--- src/bchc_pkg.sv ---
`default_nettype none
package bchc_pkg;

	localparam int unsigned TICK_W = 16;
	localparam int unsigned PHASE_W = 4;
	localparam int unsigned EVENT_W = 3;
	localparam int unsigned CFG_IDX_W = 3;

	typedef logic [TICK_W-1:0] tick_t;
	typedef logic [PHASE_W-1:0] phase_t;
	typedef logic [EVENT_W-1:0] event_t;

	// register indexes on the configuration port
	localparam logic [CFG_IDX_W-1:0] CFG_PRESS_LEVEL = 3'd0;
	localparam logic [CFG_IDX_W-1:0] CFG_DEBOUNCE = 3'd1;
	localparam logic [CFG_IDX_W-1:0] CFG_CLICK = 3'd2;
	localparam logic [CFG_IDX_W-1:0] CFG_RELEASE = 3'd3;
	localparam logic [CFG_IDX_W-1:0] CFG_HOLD = 3'd4;

	// register reset values
	localparam logic RST_PRESS_LEVEL = 1'b0;
	localparam tick_t RST_DEBOUNCE = 16'd20;
	localparam tick_t RST_CLICK = 16'd300;
	localparam tick_t RST_RELEASE = 16'd300;
	localparam tick_t RST_HOLD = 16'd2000;
	// debounced level starts released
	localparam logic RST_LEVEL = ~RST_PRESS_LEVEL;

	localparam tick_t TICK_MAX = '1;

	// phase codes
	localparam phase_t PH_IDLE = 4'd0;
	localparam phase_t PH_PRESS = 4'd1;
	localparam phase_t PH_WAIT_SINGLE = 4'd2;
	localparam phase_t PH_WAIT_DOUBLE = 4'd3;
	localparam phase_t PH_WAIT_HOLD = 4'd4;
	localparam phase_t PH_WAIT_REL = 4'd5;
	localparam phase_t PH_HOLD = 4'd6;
	localparam phase_t PH_SINGLE = 4'd7;
	localparam phase_t PH_DOUBLE = 4'd8;
	localparam phase_t PH_RELEASE = 4'd9;

	// event codes
	localparam event_t EV_NONE = 3'd0;
	localparam event_t EV_SINGLE = 3'd1;
	localparam event_t EV_DOUBLE = 3'd2;
	localparam event_t EV_HOLD = 3'd3;
	localparam event_t EV_RELEASE = 3'd4;

	typedef struct packed {
		logic press_level;
		tick_t debounce_ticks;
		tick_t click_ticks;
		tick_t release_ticks;
		tick_t hold_ticks;
	} cfg_t;

	function automatic tick_t sat_inc(input tick_t v);
		return (v == TICK_MAX) ? v : v + tick_t'(1);
	endfunction

endpackage
`default_nettype wire

--- src/bchc_debounce.sv ---
`default_nettype none
module bchc_debounce
	import bchc_pkg::*;
(
	input wire logic clk,
	input wire logic arst_n,
	input wire logic step,
	input wire logic pin_level,
	input wire logic edge_seen,
	input wire cfg_t cfg,
	output logic level_n
);

	logic debouncing_q;
	tick_t elapsed_q;
	logic level_q;

	logic deb_mid;
	tick_t el_mid;
	logic deb_n;
	tick_t el_n;

	always_comb begin
		if (edge_seen && !debouncing_q) begin
			deb_mid = 1'b1;
			el_mid = '0;
		end else begin
			deb_mid = debouncing_q;
			el_mid = debouncing_q ? sat_inc(elapsed_q) : elapsed_q;
		end
		deb_n = deb_mid;
		el_n = el_mid;
		level_n = level_q;
		if (deb_mid && (el_mid >= cfg.debounce_ticks)) begin
			level_n = pin_level;
			deb_n = 1'b0;
		end
	end

	always_ff @(posedge clk or negedge arst_n) begin
		if (!arst_n) begin
			debouncing_q <= 1'b0;
			elapsed_q <= '0;
			level_q <= RST_LEVEL;
		end else if (step) begin
			debouncing_q <= deb_n;
			elapsed_q <= el_n;
			level_q <= level_n;
		end
	end

	// a wait with zero length never survives past its tick
	a_zero_wait: assert property (@(posedge clk) disable iff (!arst_n)
		(cfg.debounce_ticks == '0) |-> !deb_n)
		else $error("debounce wait left open with zero length");

	// the elapsed count only moves while a wait is open
	a_idle_count: assert property (@(posedge clk) disable iff (!arst_n)
		(step && !debouncing_q && !edge_seen) |=> (elapsed_q == $past(elapsed_q)))
		else $error("debounce count moved while stable");

	// level only changes at the end of a wait
	a_level_sample: assert property (@(posedge clk) disable iff (!arst_n)
		(level_n != level_q) |-> (deb_mid && !deb_n))
		else $error("level changed outside a debounce sample");

endmodule
`default_nettype wire

--- src/bchc_phase.sv ---
`default_nettype none
module bchc_phase
	import bchc_pkg::*;
(
	input wire logic clk,
	input wire logic arst_n,
	input wire logic step,
	input wire logic level_n,
	input wire cfg_t cfg,
	output event_t ev_n,
	output logic power_n
);

	phase_t phase_q;
	tick_t elapsed_q;
	logic power_q;

	phase_t phase_n;
	tick_t el_inc;
	tick_t el_n;
	logic pressed;

	always_comb begin
		el_inc = sat_inc(elapsed_q);
		pressed = (level_n == cfg.press_level);
		phase_n = phase_q;
		el_n = el_inc;
		unique case (phase_q)
			PH_IDLE: begin
				if (pressed) begin
					phase_n = PH_PRESS;
					el_n = '0;
				end
			end
			PH_PRESS: begin
				if (!pressed) begin
					if (el_inc < cfg.click_ticks) begin
						phase_n = PH_WAIT_SINGLE;
						el_n = '0;
					end else begin
						phase_n = PH_IDLE;
					end
				end else if (el_inc >= cfg.click_ticks) begin
					phase_n = PH_WAIT_HOLD;
				end
			end
			PH_WAIT_SINGLE: begin
				if (el_inc >= cfg.release_ticks) begin
					if (!pressed)
						phase_n = PH_SINGLE;
				end else if (pressed) begin
					phase_n = PH_WAIT_DOUBLE;
					el_n = '0;
				end
			end
			PH_WAIT_DOUBLE: begin
				if (!pressed)
					phase_n = (el_inc < cfg.click_ticks) ? PH_DOUBLE : PH_IDLE;
				else if (el_inc >= cfg.click_ticks)
					phase_n = PH_IDLE;
			end
			PH_WAIT_HOLD: begin
				if (el_inc >= cfg.hold_ticks)
					phase_n = pressed ? PH_HOLD : PH_IDLE;
			end
			PH_WAIT_REL: begin
				if (!pressed && (el_inc >= cfg.release_ticks))
					phase_n = PH_RELEASE;
			end
			PH_HOLD: begin
				phase_n = PH_WAIT_REL;
				el_n = '0;
			end
			default: begin
				// event phases last one tick
				phase_n = PH_IDLE;
			end
		endcase

		ev_n = EV_NONE;
		power_n = power_q;
		case (phase_n)
			PH_SINGLE: ev_n = EV_SINGLE;
			PH_DOUBLE: ev_n = EV_DOUBLE;
			PH_HOLD: begin
				ev_n = EV_HOLD;
				power_n = ~power_q;
			end
			PH_RELEASE: ev_n = EV_RELEASE;
			default: ev_n = EV_NONE;
		endcase
	end

	always_ff @(posedge clk or negedge arst_n) begin
		if (!arst_n) begin
			phase_q <= PH_IDLE;
			elapsed_q <= '0;
			power_q <= 1'b0;
		end else if (step) begin
			phase_q <= phase_n;
			elapsed_q <= el_n;
			power_q <= power_n;
		end
	end

	// power flips exactly on a hold
	a_power_hold: assert property (@(posedge clk) disable iff (!arst_n)
		(power_n != power_q) |-> (ev_n == EV_HOLD))
		else $error("power flag changed without a hold");

	// hold always moves on to wait-release with a fresh timer
	a_hold_exit: assert property (@(posedge clk) disable iff (!arst_n)
		(step && phase_q == PH_HOLD) |=> (phase_q == PH_WAIT_REL && elapsed_q == '0))
		else $error("hold did not pass to wait-release");

	// state only moves on a step
	a_phase_hold: assert property (@(posedge clk) disable iff (!arst_n)
		!step |=> (phase_q == $past(phase_q) && power_q == $past(power_q)))
		else $error("phase moved without a tick");

endmodule
`default_nettype wire

--- src/button_click_hold_classifier.sv ---
`default_nettype none
// Button classifier: each input beat is one millisecond tick carrying the raw
// pin level and an edge flag; each tick yields exactly one result beat with the
// event code (none, single click, double click, hold, release), the power-off
// flag and the debounced level. A beat is taken into an input register, the
// debounce and phase logic act on it combinationally and the result lands in an
// output register, and one beat is accepted every clock while the result side
// keeps up. in_stall rises only when a result is waiting and out_stall is high.
// Configuration is written through cfg_we/cfg_index/cfg_data and should change
// only while no tick is in flight.
module button_click_hold_classifier
	import bchc_pkg::*;
(
	input wire logic clk,
	input wire logic arst_n,
	input wire logic cfg_we,
	input wire logic [CFG_IDX_W-1:0] cfg_index,
	input wire logic [TICK_W-1:0] cfg_data,
	input wire logic in_valid,
	output logic in_stall,
	input wire logic pin_level,
	input wire logic edge_seen,
	output logic out_valid,
	input wire logic out_stall,
	output logic [EVENT_W-1:0] event_res,
	output logic power_off,
	output logic level_now
);

	cfg_t cfg_q;

	logic valid_s1;
	logic pin_s1;
	logic edge_s1;

	logic out_valid_q;
	event_t event_q;
	logic power_q;
	logic level_q;

	logic advance;
	logic step;
	logic level_n;
	event_t ev_n;
	logic power_n;

	always_ff @(posedge clk or negedge arst_n) begin
		if (!arst_n) begin
			cfg_q.press_level <= RST_PRESS_LEVEL;
			cfg_q.debounce_ticks <= RST_DEBOUNCE;
			cfg_q.click_ticks <= RST_CLICK;
			cfg_q.release_ticks <= RST_RELEASE;
			cfg_q.hold_ticks <= RST_HOLD;
		end else if (cfg_we) begin
			unique case (cfg_index)
				CFG_PRESS_LEVEL: cfg_q.press_level <= cfg_data[0];
				CFG_DEBOUNCE: cfg_q.debounce_ticks <= cfg_data;
				CFG_CLICK: cfg_q.click_ticks <= cfg_data;
				CFG_RELEASE: cfg_q.release_ticks <= cfg_data;
				CFG_HOLD: cfg_q.hold_ticks <= cfg_data;
				default: ;
			endcase
		end
	end

	// result register free or being drained this cycle
	assign advance = !out_valid_q || !out_stall;
	assign step = valid_s1 && advance;
	assign in_stall = valid_s1 && !advance;

	always_ff @(posedge clk or negedge arst_n) begin
		if (!arst_n) begin
			valid_s1 <= 1'b0;
		end else if (!in_stall) begin
			valid_s1 <= in_valid;
		end
	end

	always_ff @(posedge clk) begin
		if (in_valid && !in_stall) begin
			pin_s1 <= pin_level;
			edge_s1 <= edge_seen;
		end
	end

	bchc_debounce u_debounce (
		.clk(clk),
		.arst_n(arst_n),
		.step(step),
		.pin_level(pin_s1),
		.edge_seen(edge_s1),
		.cfg(cfg_q),
		.level_n(level_n)
	);

	bchc_phase u_phase (
		.clk(clk),
		.arst_n(arst_n),
		.step(step),
		.level_n(level_n),
		.cfg(cfg_q),
		.ev_n(ev_n),
		.power_n(power_n)
	);

	always_ff @(posedge clk or negedge arst_n) begin
		if (!arst_n) begin
			out_valid_q <= 1'b0;
		end else if (advance) begin
			out_valid_q <= valid_s1;
		end
	end

	always_ff @(posedge clk) begin
		if (step) begin
			event_q <= ev_n;
			power_q <= power_n;
			level_q <= level_n;
		end
	end

	assign out_valid = out_valid_q;
	assign event_res = event_q;
	assign power_off = power_q;
	assign level_now = level_q;

	// a stalled tick stays in the input register
	a_s1_keep: assert property (@(posedge clk) disable iff (!arst_n)
		in_stall |=> valid_s1)
		else $error("input beat dropped under stall");

	// every stepped tick shows up as a result next cycle
	a_step_out: assert property (@(posedge clk) disable iff (!arst_n)
		step |=> out_valid_q)
		else $error("stepped tick produced no result");

	// stall toward the source only with a blocked result
	a_stall_cause: assert property (@(posedge clk) disable iff (!arst_n)
		in_stall |-> (out_valid_q && out_stall))
		else $error("input stalled without a blocked result");

endmodule
`default_nettype wire

--- config.mk ---
export PLATFORM = sky130hd
export DESIGN_NAME = button_click_hold_classifier
export DESIGN_NICKNAME = d
export VERILOG_FILES = /design/src/bchc_pkg.sv /design/src/bchc_debounce.sv /design/src/bchc_phase.sv /design/src/button_click_hold_classifier.sv
export SDC_FILE = /design/constraint.sdc
export NUM_CORES = 1
export LEC_CHECK = 0
export ABC_CLOCK_PERIOD_IN_PS = 6300
export BUFFER_PORTS_ARGS = -buffer_cell sky130_fd_sc_hd__buf_2
export CORE_UTILIZATION = 55
export CTS_BUF_LIST = sky130_fd_sc_hd__clkbuf_8
export DETAILED_ROUTE_END_ITERATION = 8
export PLACE_DENSITY_LB_ADDON = 0.3
export SLEW_MARGIN = 20
export SYNTH_ARGS = -nofsm -noshare
export SYNTH_HDL_FRONTEND = slang
export SYNTH_SLANG_ARGS = --single-unit
--- constraint.sdc ---
create_clock -name clk -period 6.3 [get_ports clk]
set_input_delay 0.315 -clock clk [delete_from_list [all_inputs] [get_ports clk]]
set_output_delay 0.315 -clock clk [all_outputs]
set_load 0.01 [all_outputs]
; ---- Yosys cells after proc, flatten, opt, wreduce, memory -nomap -nowiden
; Index checks and enable logic that the tools add are counted.
; W data, S select, Z words.
[totals]
mem_count = 0
mem_bits_ro = 0
wordCells = 91
in_bits = 26
reg_bits = 113
ram_bits = 0
output_inout_bits = 7
latch_bits = 0
[op_classes]
bitwise_logic = 1
multipliers = 0
n_mux = 28
n_eq_ne = 17
reduce_logical = 20
n_lt_le_gt_ge = 5
n_addsub = 2
shift = 0
div = 0
[ops]
columns = cell, n
row1 = $mux W16, 8
row2 = $ge A16 B16 Y1, 4
row3 = $pmux W16 S4, 1
row4 = $mux W4, 11
row5 = $add A16 B1 Y16 const B, 2
row6 = $eq A16 B16 Y1 const B, 2
row7 = $pmux W4 S7, 1
row8 = $eq A4 B3 Y1 const B, 5
row9 = $lt A16 B16 Y1, 1
row10 = $pmux W3 S4, 1
row11 = $reduce_and A2 Y1, 5
row12 = $eq A4 B2 Y1 const B, 2
row13 = $eq A4 B4 Y1 const B, 2
row14 = $eq A3 B2 Y1 const B, 2
row15 = $logic_and A1 B1 Y1, 6
row16 = $logic_not A1 Y1, 6
row17 = $eq A4 B1 Y1 const B, 1
row18 = $logic_not A4 Y1, 1
row19 = $mux W1, 4
row20 = $eq A3 B1 Y1 const B, 1
row21 = $eq A3 B3 Y1 const B, 1
row22 = $logic_not A3 Y1, 1
row23 = $mux W3, 1
row24 = $mux W2, 1
row25 = other kinds (3), 3

; ---- Longest topological paths before layout
[logic_depth]
depth_word = 14
ltp_mapped = 19
depth_no_buf = 17

; ---- Hierarchy
; A second synthesis with hierarchy kept.
[unflattened]
cells_unflattened = 719
area_unflattened_um2 = 7327.0
[modules_own_cells]
columns = mod, cells_each, instances, area_per_inst_um2
row1 = button_click_hold_classifier, 157, 1, 2930.3
row2 = bchc_phase, 349, 1, 2688.8
row3 = bchc_debounce, 213, 1, 1707.9

; ---- Least setup slack after synthesis
; No wires, ideal clock.
[synth_timing]
path_type = register to register
startpoint = reg u_debounce.elapsed_q[3]
endpoint = reg event_q[1] (netlist: event_res[1]), data pin
t_required_ns = 6.038
arrival_time_ns = 4.446
slack_ns = 1.591
stages_incl_launch_ff = 17
setup_ns = 0.262
cell_sequence = dfrtp_1 clkbuf_1 nand4_1 nor4_1 nand4_1 or2_2 or3_1 a21oi_1 ha_1 nand4_1 nor3_1 or4b_1 a31oi_2 mux2i_2 xor2_4 and2_1 or2_2
[synth_via]
elab_chain_cells = 14
elab_cells_between_ends = 26
[synth_rtl]
columns = item, line_no
row1 = from (decl), bchc_debounce.sv:15  ; tick_t elapsed_q;
row2 = from (signal assigned), bchc_debounce.sv:47  ; elapsed_q <= el_n;
row3 = $add A16 B1 Y16 or $eq A16 B16 Y1 (tied branches), bchc_pkg.sv:59  ; return (v == TICK_MAX) ? v : v + tick_t'(1);
row4 = $mux W16 *, bchc_pkg.sv:59
row5 = $mux W16 *, bchc_debounce.sv:29  ; el_mid = debouncing_q ? sat_inc(elapsed_q) : elapsed_q;
row6 = $mux W16 *, bchc_debounce.sv:24  ; if (edge_seen && !debouncing_q) begin
row7 = via u_debounce.el_mid[15], bchc_debounce.sv:19  ; tick_t el_mid;
row8 = $ge A16 B16 Y1 *, bchc_debounce.sv:34  ; if (deb_mid && (el_mid >= cfg.debounce_ticks)) begin
row9 = $logic_and A1 B1 Y1 *, bchc_debounce.sv:34
row10 = $mux W1 *, bchc_debounce.sv:34
row11 = $eq A1 B1 Y1 *, bchc_phase.sv:25  ; pressed = (level_n == cfg.press_level);
row12 = $logic_not A1 Y1, --
row13 = $logic_and A1 B1 Y1, bchc_phase.sv:67  ; if (!pressed && (el_inc >= cfg.release_ticks))
row14 = $mux W4, bchc_phase.sv:67
row15 = $pmux W4 S7 *, bchc_phase.sv:28  ; unique case (phase_q)
row16 = $eq A4 B4 Y1 or $eq A4 B3 Y1 (tied branches), bchc_phase.sv:82  ; case (phase_n)
row17 = $pmux W3 S4 *, bchc_phase.sv:82
row18 = via ev_n[1], button_click_hold_classifier.sv:44  ; event_t ev_n;
row19 = to (signal assigned), button_click_hold_classifier.sv:116  ; event_q <= ev_n;
row20 = to (decl), button_click_hold_classifier.sv:37  ; event_t event_q;
; Mark *: on every way through the listed nets, which the timed path passes. The rest lies on a longest branch.
; A chain may end at the register's enable or synchronous reset.

; ---- Worst setup path in the final report
[layout_timing]
startpoint = reg u_debounce.elapsed_q[3]
endpoint = reg u_phase.elapsed_q[14]
[layout_via]
elab_chain_cells = 11
elab_cells_between_ends = 13
[layout_rtl]
columns = item, line_no
row1 = $add A16 B1 Y16 or $eq A16 B16 Y1 (tied branches), bchc_pkg.sv:59
row2 = $mux W16 *, bchc_pkg.sv:59
row3 = $mux W16 *, bchc_debounce.sv:29
row4 = $mux W16 *, bchc_debounce.sv:24
row5 = via u_debounce.el_mid[15], bchc_debounce.sv:19
row6 = $ge A16 B16 Y1 *, bchc_debounce.sv:34
row7 = $logic_and A1 B1 Y1 *, bchc_debounce.sv:34
row8 = $mux W1 *, bchc_debounce.sv:34
row9 = $eq A1 B1 Y1 *, bchc_phase.sv:25
row10 = $mux W16, "bchc_phase.sv:30, bchc_phase.sv:51"
row11 = $mux W16, bchc_phase.sv:48  ; if (el_inc >= cfg.release_ticks) begin
row12 = $pmux W16 S4 *, bchc_phase.sv:28
row13 = to (signal assigned), bchc_phase.sv:101  ; elapsed_q <= el_n;
row14 = to (decl), bchc_phase.sv:15  ; tick_t elapsed_q;
; Marks and branches as above.

==> reports/results.tsv <==
stage	metric	value	unit
pwr	p_leak	0.00364	uW
logic_synthesis	yosys_warnings	0	
worst_setup_path	crit_slowest_cell	o211ai_2	
worst_setup_path	r2r-start	u_debounce.elapsed_q[3]	
placed_design	gp_congestion	0.875	
global_routing	grt_remaining_overflow	0	
placed_design	placed_area	7380	sq um
clock_network	cts_tree	yes	
sta	finClkSkew	0.0110	ns
placed_design	dpl.hpwl	11800	microns
sta	setup_viol	0	
logic_synthesis	synth_top_area_frac	0.317	
pwr	internal_power	1530	uW
floorplan	core_area	12300	sq um
routing	drc	0	
sta	worstMarginPinSlew	1.01	ns
clock_network	post_cts_resize_count	0	
sta	finalCritPeriodShare	0.867	
sta	fmax	183	MHz
global_routing	grt_max_degree	81	
sta	fin_ws	0.836	ns
finish	postLayoutCellArea	7750	sq um
finish	fin_nets	894	
worst_setup_path	worstPathCellList	nand4_1, nor4_1, nand4_1, or2_2, or3_1, a21oi_1, ha_1, nand4_1, nor3_1, or4b_1, a31oi_2, mux2i_2, xor2_4, o211ai_2, a21oi_1	
clock_network	cts.clk_slew.worst_paths	0.07	ns
worst_setup_path	critPathLaunch	u_debounce.elapsed_q[3]	
sta	finalMaxSlewViolations	0	
clock_network	insertion_delay	0.44	ns
sta	slew_headroom	0.325	
logic_synthesis	synthTopCellsByCount	nand2_1, dfrtp_1, o21ai_0	
routing	drt-total-wl	16300	microns
logic_synthesis	synth_area_leaders	dfrtp_1, ha_1, dfstp_2	
placed_design	dp_slack	0.941	ns
routing	drt_pass1_iterations	8	
pwr	switching_share	0.352	
finish	multi_input_area	3800	sq um
routing	viasPerCell	5.79	
finish	diodes	0	
logic_synthesis	synth_area	7030	sq um
floorplan	dieArea	13200	sq um
floorplan	ios	33	
logic_synthesis	ys_types	60	
worst_setup_path	crit_arrival	5.74	ns
clock_network	cts_max_path_buffers	2	
worst_setup_path	critical_path_class	reg2reg	
global_routing	gr-usage-all-layers	0.267	
worst_setup_path	crit_fanout	16	
pwr	pwr-share-comb	0.311	
routing	first_iter_violations	539	
floorplan	dieWidth	115	microns
clock_network	h-tree-depth	4	
global_routing	grt_pass1_wl	27000	microns
finish	regArea	2880	sq um
finish	fillCellCount	1022	
finish	drive_above_1_share	0.147	
logic_synthesis	synth.largest_area_cell	dfrtp_1	
logic_synthesis	synth_fp_nets	864	
logic_synthesis	synth_seq_area_share	0.410	
min_path	min-delay-start	pin_level	
worst_setup_path	end_kind	register	
logic_synthesis	ys.flop_type	dfrtp_1	
logic_synthesis	syn_area_per_cell	9.11	sq um
logic_synthesis	synth_edf_count	7	
worst_setup_path	cp-start-kind	register	
worst_setup_path	slowest_delay	0.69	ns
sta	hold_violations	0	
floorplan	die_y	115	microns
placed_design	io_buffers	32	
pwr	p_sw	829	uW
logic_synthesis	ys_ff_latch	113	
finish	fin_util	0.632	
routing	wire_per_inst	16.6	microns
logic_synthesis	async_reset_ff_frac	0.938	
global_routing	grt_pass1_vias	5499	
logic_synthesis	synth_most_common_cell	nand2_1	
sta	setup_tns	0	ns
routing	antenna_left	0	
status	status	complete, no violations	
min_path	holdCritPathClass	in2reg	
worst_setup_path	required	6.58	ns
pwr	clkPwrFrac	0.266	
run	max_cap_viol_count	0	
pwr	ir_worst_vdd	0.185	mV
finish	syn2layout_area_growth	10.2	%
global_routing	antenna_found_initial	0	
floorplan	rows	40	
pwr	seq_power_share	0.423	
worst_setup_path	crit_top_cell	nand4_1	
clock_network	clockRootBuffer	clkbuf_8	
logic_synthesis	syn_inst	772	
routing	vias	5681	
pwr	power_density	304	nW/um^2
sta	fin_crit	5.46	ns
floorplan	initial_core_util	0.574	
clock_network	cts_buffers	17	
clock_network	cts_sinks	113	
sta	rsz0062_at_grt	no	
-- layer usage --
metal	GRT usage	up-vias	wire (microns)
met5	0	-	0
met4	0.0823	0	292
met3	0.0480	29	759
met2	0.437	164	7800
met1	0.362	2713	7480
li1	-	2775	-
-- worst paths after layout --
kind / end / slack, ns / cells past startpoint
worst min-delay path: pin_s1 / 0.05 / 1
worst min register to register: u_debounce.elapsed_q[9] / 0.48 / 1
worst max-delay path: u_phase.elapsed_q[14] / 0.84 / 15
min in group asynchronous: cfg_q[15] / 0.33 / 2
worst max register to register: u_phase.elapsed_q[14] / 0.84 / 15
max in group asynchronous: u_debounce.elapsed_q[6] / 4.92 / 3
-- layout make-up --
type	instances	area share
clock buffer	21	0.0373
clock inverter	10	0.00904
inverter	70	0.0339
multi-input combinational	559	0.490
sequential	113	0.372
tap	168	0.0271
timing repair buffer	41	0.0305
-- power by group through the flow --
stage / Combinational (uW) / Sequential, uW / Clock [uW]
2_1_floorplan: 571 / 954 / 0
3_3_place_gp: 685 / 998 / 0
3_5_place_dp: 720 / 1010 / 0
4_1_cts: 728 / 995 / 636
5_1_grt: 834 / 1020 / 666
6_report: 732 / 997 / 625
-- critical path, delay by kind of cell, from the launching register on --
family | cells | cell delay (ns)
XOR/XNOR | 1 | 0.22
multiplexers | 1 | 0.50
AND/OR/NAND/NOR | 8 | 2.67
flip-flops | 1 | 0.49
adder cells (fa/ha/maj) | 1 | 0.16
AO/OA/AOI/OAI | 4 | 1.26
-- state kept, by name, indices dropped and copies added (netlist names) --
signal                   flops
pin_s1                       1
power_off                    1
out_valid                    1
valid_s1                     1
event_res                    3
cfg_q                       65
u_phase.phase_q              4
level_now                    1
u_debounce.level_q           1
edge_s1                      1
u_phase.power_q              1
u_debounce.elapsed_q        16
u_phase.elapsed_q           16
u_debounce.debouncing_q      1
-- layout by cell type, fill, tap and decap left out, types with 3 or more instances in the layout --
master	synthesis	final
a2111oi_0	3	3
a211oi_1	4	4
a21o_1	7	7
a21oi_1	52	52
a31oi_1	4	4
a41oi_1	3	3
and2_1	3	3
and3_1	8	8
buf_2	0	31
buf_4	1	8
clkbuf_8	0	21
clkinv_2	0	5
dfrtp_1	89	89
dfstp_2	17	17
edfxtp_1	7	7
ha_1	66	66
inv_1	70	74
mux2_2	23	23
mux2i_1	14	14
nand2_1	90	90
nand2b_1	11	11
nand3_1	26	26
nand4_1	13	13
nor2_1	53	53
nor2b_1	3	3
nor3_1	18	17
o21a_1	5	5
o21ai_0	71	71
o31ai_1	12	12
or2_2	4	4
xnor2_1	18	18
xor2_1	14	14
-- cells by family (layout without fill, tap and decap cells) --
family                   count (synthesis)  in the layout  synth area share
flip-flops                             113            113             0.410
AO/OA/AOI/OAI                          180            180             0.154
XOR/XNOR                                33             33            0.0438
buffers and inverters                  100            142            0.0550
adder cells (fa/ha/maj)                 66             66             0.117
AND/OR/NAND/NOR                        242            242             0.161
multiplexers                            38             38            0.0587
-- through the flow --
| stage | hold slack, ns | instances | total power [uW] |
|---|---|---|---|
| floorplan | 0.0194 | 772 | 1520 |
| global placement | 0.245 | 950 | 1680 |
| detailed placement | 0.254 | 950 | 1730 |
| CTS | 0.0377 | 982 | 2360 |
| global route | 0.0461 | 982 | 2520 |
| finish | 0.0532 | 982 | 2360 |
-- timing repair --
action,CTS,global route
hold buffers,1,0
setup buffers,0,0
hold endpoints to repair,19,0
Power figures use the tool's default switching activity.
